--- src/hdl/i2ctr_pkg.sv ---
`default_nettype none

package i2ctr_pkg;

    localparam int CFG_IDX_W  = 1;
    localparam int CFG_DATA_W = 8;

    localparam logic [CFG_IDX_W-1:0] CFG_TARGET_ADDRESS = 1'd0;
    localparam logic [CFG_IDX_W-1:0] CFG_SEND_ACKS      = 1'd1;

    localparam logic [7:0] ADDR_MASK = 8'hFE;
    localparam logic [7:0] RW_BIT    = 8'h01;

    localparam logic [3:0] BITS_PER_BYTE = 4'd8;

    typedef enum logic [2:0] {
        PH_IDLE,
        PH_ADDRESS,
        PH_WRITE,
        PH_READ,
        PH_IGNORE
    } t_phase;

    typedef struct packed {
        logic [7:0] target_address_byte;
        logic       send_acks;
    } t_cfg;

    typedef struct packed {
        logic       sda_pull_low;
        logic       byte_valid;
        logic [7:0] byte_value;
        logic       start_seen;
        logic       stop_seen;
        logic       read_requested;
    } t_result;

endpackage

`default_nettype wire

--- src/hdl/i2ctr_ifs.sv ---
`default_nettype none

interface i2ctr_sample_if;
    logic valid;
    logic ready;
    logic scl_level;
    logic sda_level;

    modport source (output valid, output scl_level, output sda_level, input ready);
    modport sink   (input valid, input scl_level, input sda_level, output ready);
endinterface

interface i2ctr_result_if;
    logic       valid;
    logic       ready;
    logic       sda_pull_low;
    logic       byte_valid;
    logic [7:0] byte_value;
    logic       start_seen;
    logic       stop_seen;
    logic       read_requested;

    modport source (
        output valid, output sda_pull_low, output byte_valid, output byte_value,
        output start_seen, output stop_seen, output read_requested, input ready
    );
    modport sink (
        input valid, input sda_pull_low, input byte_valid, input byte_value,
        input start_seen, input stop_seen, input read_requested, output ready
    );
endinterface

`default_nettype wire

--- src/hdl/i2ctr_cfg_regs.sv ---
`default_nettype none

module i2ctr_cfg_regs
    import i2ctr_pkg::*;
(
    input  wire logic                  i_clk,
    input  wire logic                  i_rst_n,
    input  wire logic                  i_we,
    input  wire logic [CFG_IDX_W-1:0]  i_idx,
    input  wire logic [CFG_DATA_W-1:0] i_data,
    output t_cfg                       o_cfg
);

    t_cfg r_cfg;

    always_ff @(posedge i_clk) begin
        if (!i_rst_n) begin
            r_cfg <= '0;
        end else if (i_we) begin
            case (i_idx)
                CFG_TARGET_ADDRESS: begin
                    r_cfg.target_address_byte <= i_data[7:0];
                end
                CFG_SEND_ACKS: begin
                    r_cfg.send_acks <= i_data[0];
                end
                default: begin
                    r_cfg <= r_cfg;
                end
            endcase
        end
    end

    assign o_cfg = r_cfg;

endmodule

`default_nettype wire

--- src/hdl/i2ctr_step.sv ---
`default_nettype none

module i2ctr_step
    import i2ctr_pkg::*;
(
    input  wire logic i_clk,
    input  wire logic i_rst_n,
    input  wire logic i_fire,
    input  wire logic i_scl,
    input  wire logic i_sda,
    input  t_cfg      i_cfg,
    output t_result   o_res
);

    logic       r_last_scl, n_last_scl;
    logic       r_last_sda, n_last_sda;
    t_phase     r_phase, n_phase;
    logic [3:0] r_bit_cnt, n_bit_cnt;
    logic [7:0] r_shift, n_shift;
    logic       r_ack, n_ack;

    logic       bus_cond;
    logic       scl_rise;
    logic       scl_fall;
    logic       addr_match;
    logic [7:0] want;
    logic [7:0] shifted;

    assign bus_cond = r_last_scl && i_scl && (r_last_sda != i_sda);
    assign scl_rise = !r_last_scl && i_scl;
    assign scl_fall = r_last_scl && !i_scl;
    assign want       = i_cfg.target_address_byte & ADDR_MASK;
    assign addr_match = (want != 8'd0) && ((r_shift & ADDR_MASK) == want);
    assign shifted    = {r_shift[6:0], i_sda};

    // next state
    always_comb begin
        n_last_scl = i_scl;
        n_last_sda = i_sda;
        n_phase    = r_phase;
        n_bit_cnt  = r_bit_cnt;
        n_shift    = r_shift;
        n_ack      = r_ack;
        if (bus_cond) begin
            n_ack     = 1'b0;
            n_bit_cnt = 4'd0;
            n_shift   = 8'd0;
            n_phase   = i_sda ? PH_IDLE : PH_ADDRESS;
        end else if (scl_rise) begin
            if (r_phase == PH_ADDRESS || r_phase == PH_WRITE) begin
                if (r_bit_cnt < BITS_PER_BYTE) begin
                    n_shift   = shifted;
                    n_bit_cnt = r_bit_cnt + 4'd1;
                end else begin
                    // acknowledge clock, after all data bits are shifted in
                    n_bit_cnt = 4'd0;
                    n_shift   = 8'd0;
                    if (r_phase == PH_ADDRESS) begin
                        if (!addr_match) begin
                            n_phase = PH_IGNORE;
                        end else if ((r_shift & RW_BIT) != 8'd0) begin
                            n_phase = PH_READ;
                        end else begin
                            n_phase = PH_WRITE;
                        end
                    end
                end
            end
        end else if (scl_fall) begin
            n_ack = (r_bit_cnt == BITS_PER_BYTE) && i_cfg.send_acks &&
                    (r_phase == PH_WRITE || (r_phase == PH_ADDRESS && addr_match));
        end
    end

    // result of this sample
    always_comb begin
        o_res              = '0;
        o_res.sda_pull_low = n_ack;
        o_res.start_seen   = bus_cond && !i_sda;
        o_res.stop_seen    = bus_cond && i_sda;
        if (!bus_cond && scl_rise) begin
            if (r_phase == PH_WRITE && r_bit_cnt == BITS_PER_BYTE - 4'd1) begin
                o_res.byte_valid = 1'b1;
                o_res.byte_value = shifted;
            end
            if (r_phase == PH_ADDRESS && r_bit_cnt == BITS_PER_BYTE && addr_match &&
                (r_shift & RW_BIT) != 8'd0) begin
                o_res.read_requested = 1'b1;
            end
        end
    end

    always_ff @(posedge i_clk) begin
        if (!i_rst_n) begin
            r_last_scl <= 1'b1;
            r_last_sda <= 1'b1;
            r_phase    <= PH_IDLE;
            r_bit_cnt  <= 4'd0;
            r_shift    <= 8'd0;
            r_ack      <= 1'b0;
        end else if (i_fire) begin
            r_last_scl <= n_last_scl;
            r_last_sda <= n_last_sda;
            r_phase    <= n_phase;
            r_bit_cnt  <= n_bit_cnt;
            r_shift    <= n_shift;
            r_ack      <= n_ack;
        end
    end

endmodule

`default_nettype wire

--- src/hdl/i2c_target_receiver_unit.sv ---
// path: sample register, bus step, result register; a sample moves on only while the output is free
// throughput: one sample per cycle while the output is not stalled; bus state updates with each moved sample
// sample and result registers hold one sample each; under back-pressure the input stalls once both are full
// reset: synchronous active low; bus lines taken as idle high, phase idle, config zero
`default_nettype none

module i2c_target_receiver_unit
    import i2ctr_pkg::*;
(
    input  wire logic                  i_clk,
    input  wire logic                  i_rst_n,
    i2ctr_sample_if.sink               i_in,
    i2ctr_result_if.source             o_out,
    input  wire logic                  i_cfg_we,
    input  wire logic [CFG_IDX_W-1:0]  i_cfg_idx,
    input  wire logic [CFG_DATA_W-1:0] i_cfg_data
);

    t_cfg    cfg;
    t_result step_res;

    // sample register
    logic r_in_valid;
    logic r_scl;
    logic r_sda;

    // result register
    logic    r_out_valid;
    t_result r_res;

    // the result stage moves when it is empty or its transfer completes
    logic advance;
    logic step_fire;

    assign advance   = !r_out_valid || o_out.ready;
    assign step_fire = advance && r_in_valid;
    assign i_in.ready = advance || !r_in_valid;

    i2ctr_cfg_regs u_cfg (
        .i_clk  (i_clk),
        .i_rst_n(i_rst_n),
        .i_we   (i_cfg_we),
        .i_idx  (i_cfg_idx),
        .i_data (i_cfg_data),
        .o_cfg  (cfg)
    );

    // bus state lives here and updates only when a sample moves to the result stage
    i2ctr_step u_step (
        .i_clk  (i_clk),
        .i_rst_n(i_rst_n),
        .i_fire (step_fire),
        .i_scl  (r_scl),
        .i_sda  (r_sda),
        .i_cfg  (cfg),
        .o_res  (step_res)
    );

    always_ff @(posedge i_clk) begin
        if (!i_rst_n) begin
            r_in_valid <= 1'b0;
        end else if (i_in.ready) begin
            r_in_valid <= i_in.valid;
        end
    end

    // sample payload, no reset needed
    always_ff @(posedge i_clk) begin
        if (i_in.ready && i_in.valid) begin
            r_scl <= i_in.scl_level;
            r_sda <= i_in.sda_level;
        end
    end

    always_ff @(posedge i_clk) begin
        if (!i_rst_n) begin
            r_out_valid <= 1'b0;
        end else if (advance) begin
            r_out_valid <= r_in_valid;
        end
    end

    always_ff @(posedge i_clk) begin
        if (step_fire) begin
            r_res <= step_res;
        end
    end

    assign o_out.valid          = r_out_valid;
    assign o_out.sda_pull_low   = r_res.sda_pull_low;
    assign o_out.byte_valid     = r_res.byte_valid;
    assign o_out.byte_value     = r_res.byte_value;
    assign o_out.start_seen     = r_res.start_seen;
    assign o_out.stop_seen      = r_res.stop_seen;
    assign o_out.read_requested = r_res.read_requested;

endmodule

`default_nettype wire

--- src/flat_wrapper.sv ---
// flat-port wrapper written by rule: the top's interface ports become plain ports
module i2c_target_receiver_unit_flat import i2ctr_pkg::*;
  (i_clk, i_rst_n, i_cfg_we, i_cfg_idx, i_cfg_data, i_in_valid, i_in_scl_level, i_in_sda_level, i_in_ready, o_out_valid, o_out_sda_pull_low, o_out_byte_valid, o_out_byte_value, o_out_start_seen, o_out_stop_seen, o_out_read_requested, o_out_ready);
  i2ctr_sample_if i_in_i ();
  i2ctr_result_if o_out_i ();
  input  wire logic i_clk;
  input  wire logic i_rst_n;
  input  wire logic i_cfg_we;
  input  wire logic [CFG_IDX_W-1:0] i_cfg_idx;
  input  wire logic [CFG_DATA_W-1:0] i_cfg_data;
  input wire logic [$bits(i_in_i.valid)-1:0] i_in_valid;
  input wire logic [$bits(i_in_i.scl_level)-1:0] i_in_scl_level;
  input wire logic [$bits(i_in_i.sda_level)-1:0] i_in_sda_level;
  output wire logic [$bits(i_in_i.ready)-1:0] i_in_ready;
  output wire logic [$bits(o_out_i.valid)-1:0] o_out_valid;
  output wire logic [$bits(o_out_i.sda_pull_low)-1:0] o_out_sda_pull_low;
  output wire logic [$bits(o_out_i.byte_valid)-1:0] o_out_byte_valid;
  output wire logic [$bits(o_out_i.byte_value)-1:0] o_out_byte_value;
  output wire logic [$bits(o_out_i.start_seen)-1:0] o_out_start_seen;
  output wire logic [$bits(o_out_i.stop_seen)-1:0] o_out_stop_seen;
  output wire logic [$bits(o_out_i.read_requested)-1:0] o_out_read_requested;
  input wire logic [$bits(o_out_i.ready)-1:0] o_out_ready;
  assign i_in_i.valid = i_in_valid;
  assign i_in_i.scl_level = i_in_scl_level;
  assign i_in_i.sda_level = i_in_sda_level;
  assign i_in_ready = i_in_i.ready;
  assign o_out_valid = o_out_i.valid;
  assign o_out_sda_pull_low = o_out_i.sda_pull_low;
  assign o_out_byte_valid = o_out_i.byte_valid;
  assign o_out_byte_value = o_out_i.byte_value;
  assign o_out_start_seen = o_out_i.start_seen;
  assign o_out_stop_seen = o_out_i.stop_seen;
  assign o_out_read_requested = o_out_i.read_requested;
  assign o_out_i.ready = o_out_ready;
  i2c_target_receiver_unit u_core (.i_clk(i_clk), .i_rst_n(i_rst_n), .i_in(i_in_i), .o_out(o_out_i), .i_cfg_we(i_cfg_we), .i_cfg_idx(i_cfg_idx), .i_cfg_data(i_cfg_data));
endmodule
--- config.mk ---
export PLATFORM = sky130hd
export DESIGN_NAME = i2c_target_receiver_unit_flat
export DESIGN_NICKNAME = d
export VERILOG_FILES = /design/src/hdl/i2ctr_pkg.sv /design/src/hdl/i2ctr_ifs.sv /design/src/hdl/i2ctr_cfg_regs.sv /design/src/hdl/i2ctr_step.sv /design/src/hdl/i2c_target_receiver_unit.sv /design/src/flat_wrapper.sv
export SDC_FILE = /design/constraint.sdc
export NUM_CORES = 1
export LEC_CHECK = 0
export BUFFER_PORTS_ARGS = -buffer_cell sky130_fd_sc_hd__buf_2
export CAP_MARGIN = 5
export CORE_ASPECT_RATIO = 1.4
export CORE_MARGIN = 2
export CORE_UTILIZATION = 55
export CTS_CLUSTER_DIAMETER = 200
export DETAILED_ROUTE_END_ITERATION = 8
export GPL_ROUTABILITY_DRIVEN = 0
export GPL_TIMING_DRIVEN = 0
export PLACE_DENSITY = 0.78
export SETUP_SLACK_MARGIN = 0.02
export SKIP_LAST_GASP = 1
export SYNTH_ARGS = -nofsm -noshare
export SYNTH_HDL_FRONTEND = slang
export SYNTH_SLANG_ARGS = --single-unit
--- constraint.sdc ---
create_clock -name i_clk -period 3.6 [get_ports i_clk]
set_clock_uncertainty 0.05 [all_clocks]
set_input_delay 0.18 -clock i_clk [delete_from_list [all_inputs] [get_ports i_clk]]
set_output_delay 0.18 -clock i_clk [all_outputs]
set_load 0.05 [all_outputs]
-- Word-level counts from Yosys, hierarchy flattened
Index checks and enable logic that the tools add are counted.
- flip-flop bits (word level): 44
- input bits: 16
- output and inout port bits: 15
- $add $sub $neg: 1
- order comparisons: 1
- equal/unequal tests: 7
- multiplexer cells: 21
- bitwise operators: 1
- reduce and logical (&&, ||, !) cells: 36
- operators by type and width (operator ; count):
    2-to-1 mux 8 bit ; 4
    2-to-1 mux 3 bit ; 6
    logical AND 1 bit ; 17
    2-to-1 mux 4 bit ; 4
    2-to-1 mux 9 bit ; 1
    nonzero test 8 bit ; 1
    equality test 7 bit ; 1
    zero test 1 bit ; 6
    2-to-1 mux 1 bit ; 6
    AND reduction 2 bit ; 3
    nonzero test 2 bit ; 3
    AND reduction 5 bit ; 1
    adder 4 x 1 -> 4 bit (second input constant) ; 1
    equality test 4 x 3 -> 1 bit (second input constant) ; 1
    equality test 4 bit (second input constant) ; 1
    logical OR 1 bit ; 4
    < comparator 4 bit (second input constant) ; 1
    equality test 3 x 1 -> 1 bit (second input constant) ; 1
    equality test 3 x 2 -> 1 bit (second input constant) ; 1
    AND reduction 3 bit ; 1
    inequality test 2 bit (second input constant) ; 1
    inequality test 1 bit ; 1
    NOT 1 bit ; 1

-- Longest topological paths before layout
Gate-level depths: netlist of run 1.
- depth in word-level cells: 8
- mapped depth: 7
- mapped depth without buffers: 7

-- Cells and area by module
From an unflattened synthesis of run 1, not the netlist that was laid out.
- cells, all modules: 198
- area total of the unflattened synthesis: 2038.2 µm²
- modules (own cells, without submodules) (module ; instances ; cells each ; area each (µm²)):
    i2ctr_step ; 1 ; 134 ; 1098.6
    i2c_target_receiver_unit ; 1 ; 24 ; 554.3
    i2ctr_cfg_regs ; 1 ; 40 ; 385.4

-- Least setup slack after synthesis of run 1
Ideal clock, no wire load.
- path type: reg-to-reg
- start: reg u_core.r_out_valid (netlist: u_core.o_out.valid)
- end: reg u_core.u_step.r_phase[0]
- setup time: 0.070 ns
- data arrival time: 1.836 ns
- data required time: 3.480 ns
- slack: 1.643 ns
- stages on the path, launching flop included: 8
- cell sequence: dfxtp_1 > nor2b_1 > nand2b_1 > buf_2 > inv_1 > nand2_1 > or3_1 > a21oi_1
- longest elaborated chain between the ends: 4
- ends and longest elaborated chain (element ; RTL line ; RTL):
    start, declared ; i2c_target_receiver_unit.sv:28 ; logic r_out_valid;
    start signal, assigned ; i2c_target_receiver_unit.sv:79 ; r_out_valid <= r_in_valid;
    zero test 1 bit ; i2c_target_receiver_unit.sv:35 ; assign advance = !r_out_valid || o_out.ready;
    logical OR 1 bit ; i2c_target_receiver_unit.sv:35 ;
    logical AND 1 bit ; i2c_target_receiver_unit.sv:36 ; assign step_fire = advance && r_in_valid;
    net u_core.step_fire ; i2c_target_receiver_unit.sv:33 ; logic step_fire;
    AND reduction 5 bit (no source line) ; n/a ;
    end signal, assigned ; i2ctr_step.sv:104 ; r_phase <= n_phase;
    end, declared ; i2ctr_step.sv:17 ; t_phase r_phase, n_phase;
The timed path passes the listed nets, and every way through them passes these cells.
A chain may end at the register's enable or synchronous reset.

-- Worst setup path in the final report of run 1
Same ends and word-level chain as after synthesis.

==> results of run 1 <==
path summary, 6_finish.rpt:
kind                                              start                               endpoint  slack, ns  depth (start not counted)
setup / recovery        u_core.o_out.valid$_SDFFE_PN0P_  u_core.u_step.r_phase[0]$_SDFFE_PN0P_       1.56                          7
hold / removal                           i_in_sda_level                 u_core.r_sda$_DFFE_PP_       0.02                          1
setup reg to reg        u_core.o_out.valid$_SDFFE_PN0P_  u_core.u_step.r_phase[0]$_SDFFE_PN0P_       1.56                          7
hold reg to reg   u_core.u_step.r_shift[7]$_SDFFE_PN0P_  u_core.u_step.r_shift[7]$_SDFFE_PN0P_       0.43                          2
layer usage:
metal	part of all wire	routed length, um	up-vias
met5	0	0	-
met4	0.025	95	0
met3	0.049	189	10
met2	0.55	2130	44
met1	0.37	1440	726
li1	-	-	729
cells by family (layout without fill, tap and decap cells):
| family | count (synthesis) | in the layout | synth area share |
|---|---|---|---|
| xor gates and xnor gates | 8 | 8 | 0.0379 |
| AOI/OAI and AO/OA | 29 | 29 | 0.0913 |
| and+or+nand+nor | 87 | 87 | 0.241 |
| muxes | 7 | 7 | 0.0379 |
| DFF | 43 | 43 | 0.546 |
| adders and majority gates | 2 | 2 | 0.0135 |
| buffers and inverters | 14 | 52 | 0.0318 |
cell type report:
class | instances | area, um^2
buffer | 8 | 36.3
clock buffer | 8 | 100
fill | 272 | 1000
inverter | 6 | 22.5
multi-input combinational | 133 | 781
sequential | 43 | 1010
tap | 39 | 48.8
timing repair buffer | 30 | 150
power breakdown:
group          internal (mW)  switching (mW)
clock                  0.175           0.152
sequential             0.518          0.0108
combinational         0.0310          0.0707
total                  0.724           0.233
stage by stage:
stage / hold WS, ns / area [um^2]
final: 0.0151 / 2150
after floorplan: 0.202 / 1850
after global placement: 0.310 / 2050
after CTS: 0.0105 / 2150
after detailed placement: 0.312 / 2050
after global routing: 0.00742 / 2150
worst max-delay path, cell delays in order (launching register included):
cell and delay, ns:
dfxtp_1 0.31, nor2b_1 0.15, nand2b_1 0.17, buf_2 0.19, inv_1 0.52, nand2_1 0.12
or3_1 0.33, a21oi_1 0.14
layout by cell type (no fill, tap or decap), types with 4 or more instances in the layout:
| cell | instances |
|---|---|
| o21ai_0 | 5 |
| dfxtp_1 | 28 |
| clkbuf_8 | 7 |
| and2_1 | 10 |
| nor3_1 | 4 |
| edfxtp_1 | 15 |
| a21oi_1 | 16 |
| nand3_1 | 15 |
| mux2i_1 | 7 |
| buf_2 | 32 |
| nor2b_1 | 5 |
| clkbuf_1 | 6 |
| nand2_1 | 22 |
| inv_1 | 5 |
| xor2_1 | 8 |
| nor2_1 | 16 |
registers in the layout (all words and copies together) (netlist names), 3 cells and up:
register	flops
u_core.o_out.byte_value	8
u_core.u_cfg.o_cfg	8
u_core.u_step.r_bit_cnt	4
u_core.u_step.r_phase	3
u_core.u_step.r_shift	8
==> impl_metrics.py, run 1 <==
metrics = {
    "run_status": {
        "status": "completed",
    },
    "final_layout": {
        "fin_nets": 245,
        "syn_to_final_growth_pct": 16.2,
        "n_antenna_cell": 0,
        "post-route-util": 0.682,
        "drive_above_1_share": 0.197,
        "fin_cells": 267,
    },
    "power": {
        "power_uw": 957,
        "vdd_drop_max_mv": 0.350,
        "power.density_nw_per_um2": 445,
        "leakage_nw": 0.852,
    },
    "synthesis": {
        "synth_edf_count": 15,
        "async_flop_share": 0,
        "synth_area_leader_cell": "dfxtp_1",
        "synth_commonest_cells": "dfxtp_1 (28), nand2_1 (22), a21oi_1 (16), nor2_1 (16)",
        "synth_warnings": 0,
        "syn_avg_cell_area_um2": 9.74,
        "synthFlopType": "dfxtp_1",
        "synth_top_area_frac": 0.303,
        "yosysSeqAreaShare": 0.546,
        "syn_nets": 208,
        "synth_area_leaders": "dfxtp_1 (30%), edfxtp_1 (24%), nand2_1 (4.5%), a21oi_1 (4.3%), nand3_1 (4.1%)",
        "synth_cell_type_count": 37,
        "syn_inst": 190,
        "yosys_register_bits": 43,
        "synth.most_common_cell": "dfxtp_1",
        "syn-cell-area_um2": 1850,
    },
    "setup_path": {
        "start_kind": "flip-flop",
        "end_kind": "flip-flop",
        "critPathKind": "reg -> reg",
        "crit_required_ns": 3.78,
        "arrival_ns": 2.22,
        "cp_max_fo": 18,
    },
    "die": {
        "rows": 24,
        "die_y_um": 72.6,
        "pin_count": 31,
        "core_area_um2": 3150,
        "die_area_um2": 3850,
        "die_x_um": 53.0,
        "initial_core_util": 0.587,
    },
    "routing": {
        "wl_per_cell_um": 14.4,
        "first_pass_iters": 4,
        "drt-initial-drc-count": 35,
        "via_per_inst": 5.65,
        "route.detailed.drc": 0,
        "vias": 1509,
        "ant_nets": 0,
        "wirelength_mm": 3.85,
    },
    "grt": {
        "antenna_found_initial": 0,
        "met1_usage": 0.223,
        "grt_pass1_vias": 1509,
        "grt_overflow": 0,
        "grt_first_pass_wirelength_mm": 6.51,
        "gr-usage-met3": 0.0738,
        "grt_max_degree": 19,
        "grt.total_usage": 0.235,
        "gr-max-usage-layer": "met2",
        "grtUsageMet2": 0.429,
    },
    "clock_tree": {
        "htree_num_levels": 2,
        "worstSkewPairLatency_ns": 0.30,
        "cts_tree": "done",
        "clockBufferDepth": 2,
        "path_clk_slew_ns": 0.07,
        "cts_inserted_buffers": 5,
        "cts_sinks": 43,
        "cts_root_buf": "clkbuf_8",
        "holdBufCountCts": 0,
        "postCtsSetupRepairBufs": 0,
        "cts_resized": 0,
    },
    "placement": {
        "dp.cells": 259,
        "place_ws_ns": 1.57,
        "port_buffers": 30,
        "dpl.hpwl_mm": 2.89,
    },
    "timing": {
        "max_slew.worst_pin.slew_ns": 0.672,
        "timing.final.crit_share": 0.568,
        "layout_setup_ws_ns": 1.56,
        "maxSlewViolCount": 0,
        "hold_viol": 0,
        "period_minus_slack_ns": 2.04,
        "rsz0062_at_grt": "false",
        "maxClockFrequency_mhz": 489,
        "setup_viol_count_final": 0,
        "fin_tns_setup_ns": 0,
        "slew_headroom": 0.552,
    },
    "flow_run": {
        "drv_cap": 0,
    },
    "hold_path": {
        "hp-class": "in -> reg",
    },
}
No activity file was read; power rests on OpenSTA's default activity.
==> run 2, diff against run 1 <==
--- a/config.mk
+++ b/config.mk
@@ -5,6 +5,7 @@
 export SDC_FILE = /design/constraint.sdc
 export NUM_CORES = 1
 export LEC_CHECK = 0
+export ABC_AREA = 1
 export BUFFER_PORTS_ARGS = -buffer_cell sky130_fd_sc_hd__buf_2
 export CAP_MARGIN = 5
 export CORE_ASPECT_RATIO = 1.4
==> constraint.sdc (replaced) <==
create_clock -name i_clk -period 2 [get_ports i_clk]
set_clock_uncertainty 0.05 [all_clocks]
set_input_delay 0.1 -clock i_clk [delete_from_list [all_inputs] [get_ports i_clk]]
set_output_delay 0.1 -clock i_clk [all_outputs]
set_load 0.05 [all_outputs]
==> run 2 against run 1 <==
  * Worst hold slack got worse by 0.014 ns
  * Highest routed layer unchanged
  * Die area rose by 5.0%
  * Sequential power grew 83%
  * Synthesized cell count rose by 18%
  * Largest power group unchanged
  * Cell area rose by 7.2%
  * Largest cell class unchanged
  * First-iteration DRC count increased by 11%
  * Via count is 4.7% higher
  * Cell count is 15% higher
  * Worst setup slack got worse by 1.3 ns
==> impl_metrics.py, run 2 <==
metrics = {
    "timing": {
        "fin_tns_setup_ns": 0,
        "rsz0062_at_grt": "false",
        "hold_viol": 0,
        "timing.final.crit_share": 0.869,
        "period_minus_slack_ns": 1.74,
        "layout_setup_ws_ns": 0.263,
        "maxClockFrequency_mhz": 576,
        "setup_viol_count_final": 0,
        "max_slew.worst_pin.slew_ns": 0.621,
        "timing.hold.ws_ns": 0.000603,
        "slew_headroom": 0.586,
        "maxSlewViolCount": 0,
    },
    "grt": {
        "gr-max-usage-layer": "met2",
        "gr-usage-met3": 0.0422,
        "met1_usage": 0.260,
        "grt_max_degree": 17,
        "grtUsageMet2": 0.360,
        "grt_overflow": 0,
        "grt_pass1_vias": 1404,
        "antenna_found_initial": 0,
        "grt.total_usage": 0.215,
        "grt_first_pass_wirelength_mm": 6.22,
    },
    "final_layout": {
        "fin_nets": 283,
        "final_cell_mix": "nand2_1 (42), inv_1 (34), nor2_1 (34), buf_2 (31), dfxtp_1 (28)",
        "syn_to_final_growth_pct": 18.1,
        "fillers": 287,
        "n_antenna_cell": 0,
        "final_area_um2": 2300,
        "drive_above_1_share": 0.226,
        "seq_area_um2": 1010,
        "fin_cells": 306,
        "post-route-util": 0.682,
        "multiInputGateArea_um2": 773,
        "layout_commonest_cell": "nand2_1",
    },
    "synthesis": {
        "synthFlopType": "dfxtp_1",
        "synth_area_leader_cell": "dfxtp_1",
        "yosysSeqAreaShare": 0.518,
        "synth_cell_type_count": 30,
        "synth.most_common_cell": "nand2_1",
        "syn_avg_cell_area_um2": 8.71,
        "synth_warnings": 0,
        "synth_area_leaders": "dfxtp_1 (29%), edfxtp_1 (23%), nand2_1 (8.1%), inv_1 (6.5%), nor2_1 (6.5%)",
        "synth_top_area_frac": 0.287,
        "syn_nets": 242,
        "syn_inst": 224,
        "syn-cell-area_um2": 1950,
        "synth_commonest_cells": "nand2_1 (42), inv_1 (34), nor2_1 (34)",
        "yosys_register_bits": 43,
        "async_flop_share": 0,
        "synth_edf_count": 15,
    },
    "setup_path": {
        "start_kind": "flip-flop",
        "critPathKind": "reg -> reg",
        "crit_cells": 6,
        "path_delay_family": "buffers and inverters",
        "critPathMaxStageDelay_ns": 0.49,
        "end_kind": "flip-flop",
        "crit_path_end": "u_core.u_step.r_shift[5]$_SDFFE_PN0P_",
        "cp_max_fo": 16,
        "crit_slowest_cell": "inv_1",
        "crit_start": "u_core.o_out.valid$_SDFFE_PN0P_",
        "r2r_slack_ns": 0.26,
        "crit_required_ns": 2.16,
        "r2r_end": "u_core.u_step.r_shift[5]$_SDFFE_PN0P_",
        "crit_buf_inv": 2,
        "arrival_ns": 1.90,
        "cp_cell_sequence": "nand2_1 > nand2_2 > inv_1 > nand2_4 > buf_6 > a211oi_1",
        "r2r-start": "u_core.o_out.valid$_SDFFE_PN0P_",
        "reg2regPathDepth": 6,
    },
    "clock_tree": {
        "cts_root_buf": "clkbuf_8",
        "htree_num_levels": 2,
        "clockBufferDepth": 2,
        "worstSkewPairLatency_ns": 0.30,
        "cts_tree": "done",
        "cts_sinks": 43,
        "cts_inserted_buffers": 5,
        "path_clk_slew_ns": 0.08,
        "postCtsSetupRepairBufs": 0,
    },
    "routing": {
        "drt-initial-drc-count": 39,
        "ant_nets": 0,
        "wirelength_mm": 3.68,
        "first_pass_iters": 4,
        "vias": 1580,
        "wl_per_cell_um": 12.0,
        "route.detailed.drc": 0,
        "via_per_inst": 5.16,
    },
    "placement": {
        "dpl_cell_area_um2": 2150,
        "place_ws_ns": 0.269,
        "port_buffers": 30,
        "dpl.hpwl_mm": 2.69,
        "dp.cells": 294,
    },
    "power": {
        "leakage_nw": 1.01,
        "power.density_nw_per_um2": 818,
        "vdd_drop_max_mv": 0.998,
        "power_mw": 1.88,
    },
    "die": {
        "core_area_um2": 3380,
        "die_y_um": 74.5,
        "pin_count": 31,
        "initial_core_util": 0.577,
        "die_x_um": 54.3,
        "rows": 25,
        "die_area_um2": 4050,
    },
    "flow_run": {
        "drv_cap": 0,
    },
    "run_status": {
        "status": "completed",
    },
    "hold_path": {
        "hp-class": "in -> reg",
    },
}
run 2: changes by cell type after synthesis, moves of 5 or more:
cell,change
nor2b_1,-5
inv_1,+29
a211oi_1,+7
o21ai_0,+5
xor2_1,-8
nor2_1,+18
nand2_1,+20
mux2i_1,-7
and2_1,-10
nand3_1,-9
run 2: layer usage:
layer	share of wire	wire length, um	vias to the layer above
met3	0.036	134	9
li1	-	-	809
met1	0.41	1510	728
met2	0.53	1940	34
met4	0.025	91	0
met5	0	0	-
run 2: final cells by class:
cell class,count,share of cell area
clock inverter,3,0.0190
clock buffer,5,0.0299
sequential,43,0.439
buffer,4,0.0136
tap,40,0.0217
timing repair buffer,34,0.0826
multi-input combinational,141,0.336
inverter,36,0.0587
run 2: logic make-up (layout without fill, tap and decap cells):
| group | after synthesis | in the layout | share of synthesized area |
|---|---|---|---|
| xor gates and xnor gates | 1 | 1 | 0.00449 |
| and+or+nand+nor | 95 | 95 | 0.226 |
| buffers and inverters | 40 | 82 | 0.0853 |
| AOI/OAI and AO/OA | 43 | 43 | 0.153 |
| DFF | 43 | 43 | 0.518 |
| adders and majority gates | 2 | 2 | 0.0128 |
run 2: worst reg2reg max path, stage by stage (launching register included):
cell and delay (ns):
dfxtp_1 0.32, nand2_1 0.09, nand2_2 0.13, inv_1 0.49, nand2_4 0.14, buf_6 0.17, a211oi_1 0.25
run 2: where the power goes:
group | internal [mW] | switching [mW] | leakage, nW
sequential | 0.943 | 0.0249 | 0.373
clock | 0.372 | 0.307 | 0.0581
combinational | 0.0751 | 0.162 | 0.582
total | 1.39 | 0.494 | 1.01
run 2: worst min path at each step:
stage	startpoint	end	slack [ns]	cells after the start
global route	i_cfg_data[0]	u_core.u_cfg.o_cfg[0]$_SDFFE_PN0P_	0.02	3
detailed placement	i_in_scl_level	u_core.r_scl$_DFFE_PP_	0.23	1
global placement	i_in_sda_level	u_core.r_sda$_DFFE_PP_	0.23	1
CTS	i_cfg_data[0]	u_core.u_cfg.o_cfg[0]$_SDFFE_PN0P_	0.002	3
finish	i_cfg_data[0]	u_core.u_cfg.o_cfg[0]$_SDFFE_PN0P_	0.0006	3
floorplan	i_in_scl_level	u_core.r_scl$_DFFE_PP_	0.15	0
run 2: repair_timing:
item	in CTS	in global routing
endpoints found under the hold margin	4	0
gates resized for setup	0	0
hold buffers	4	0
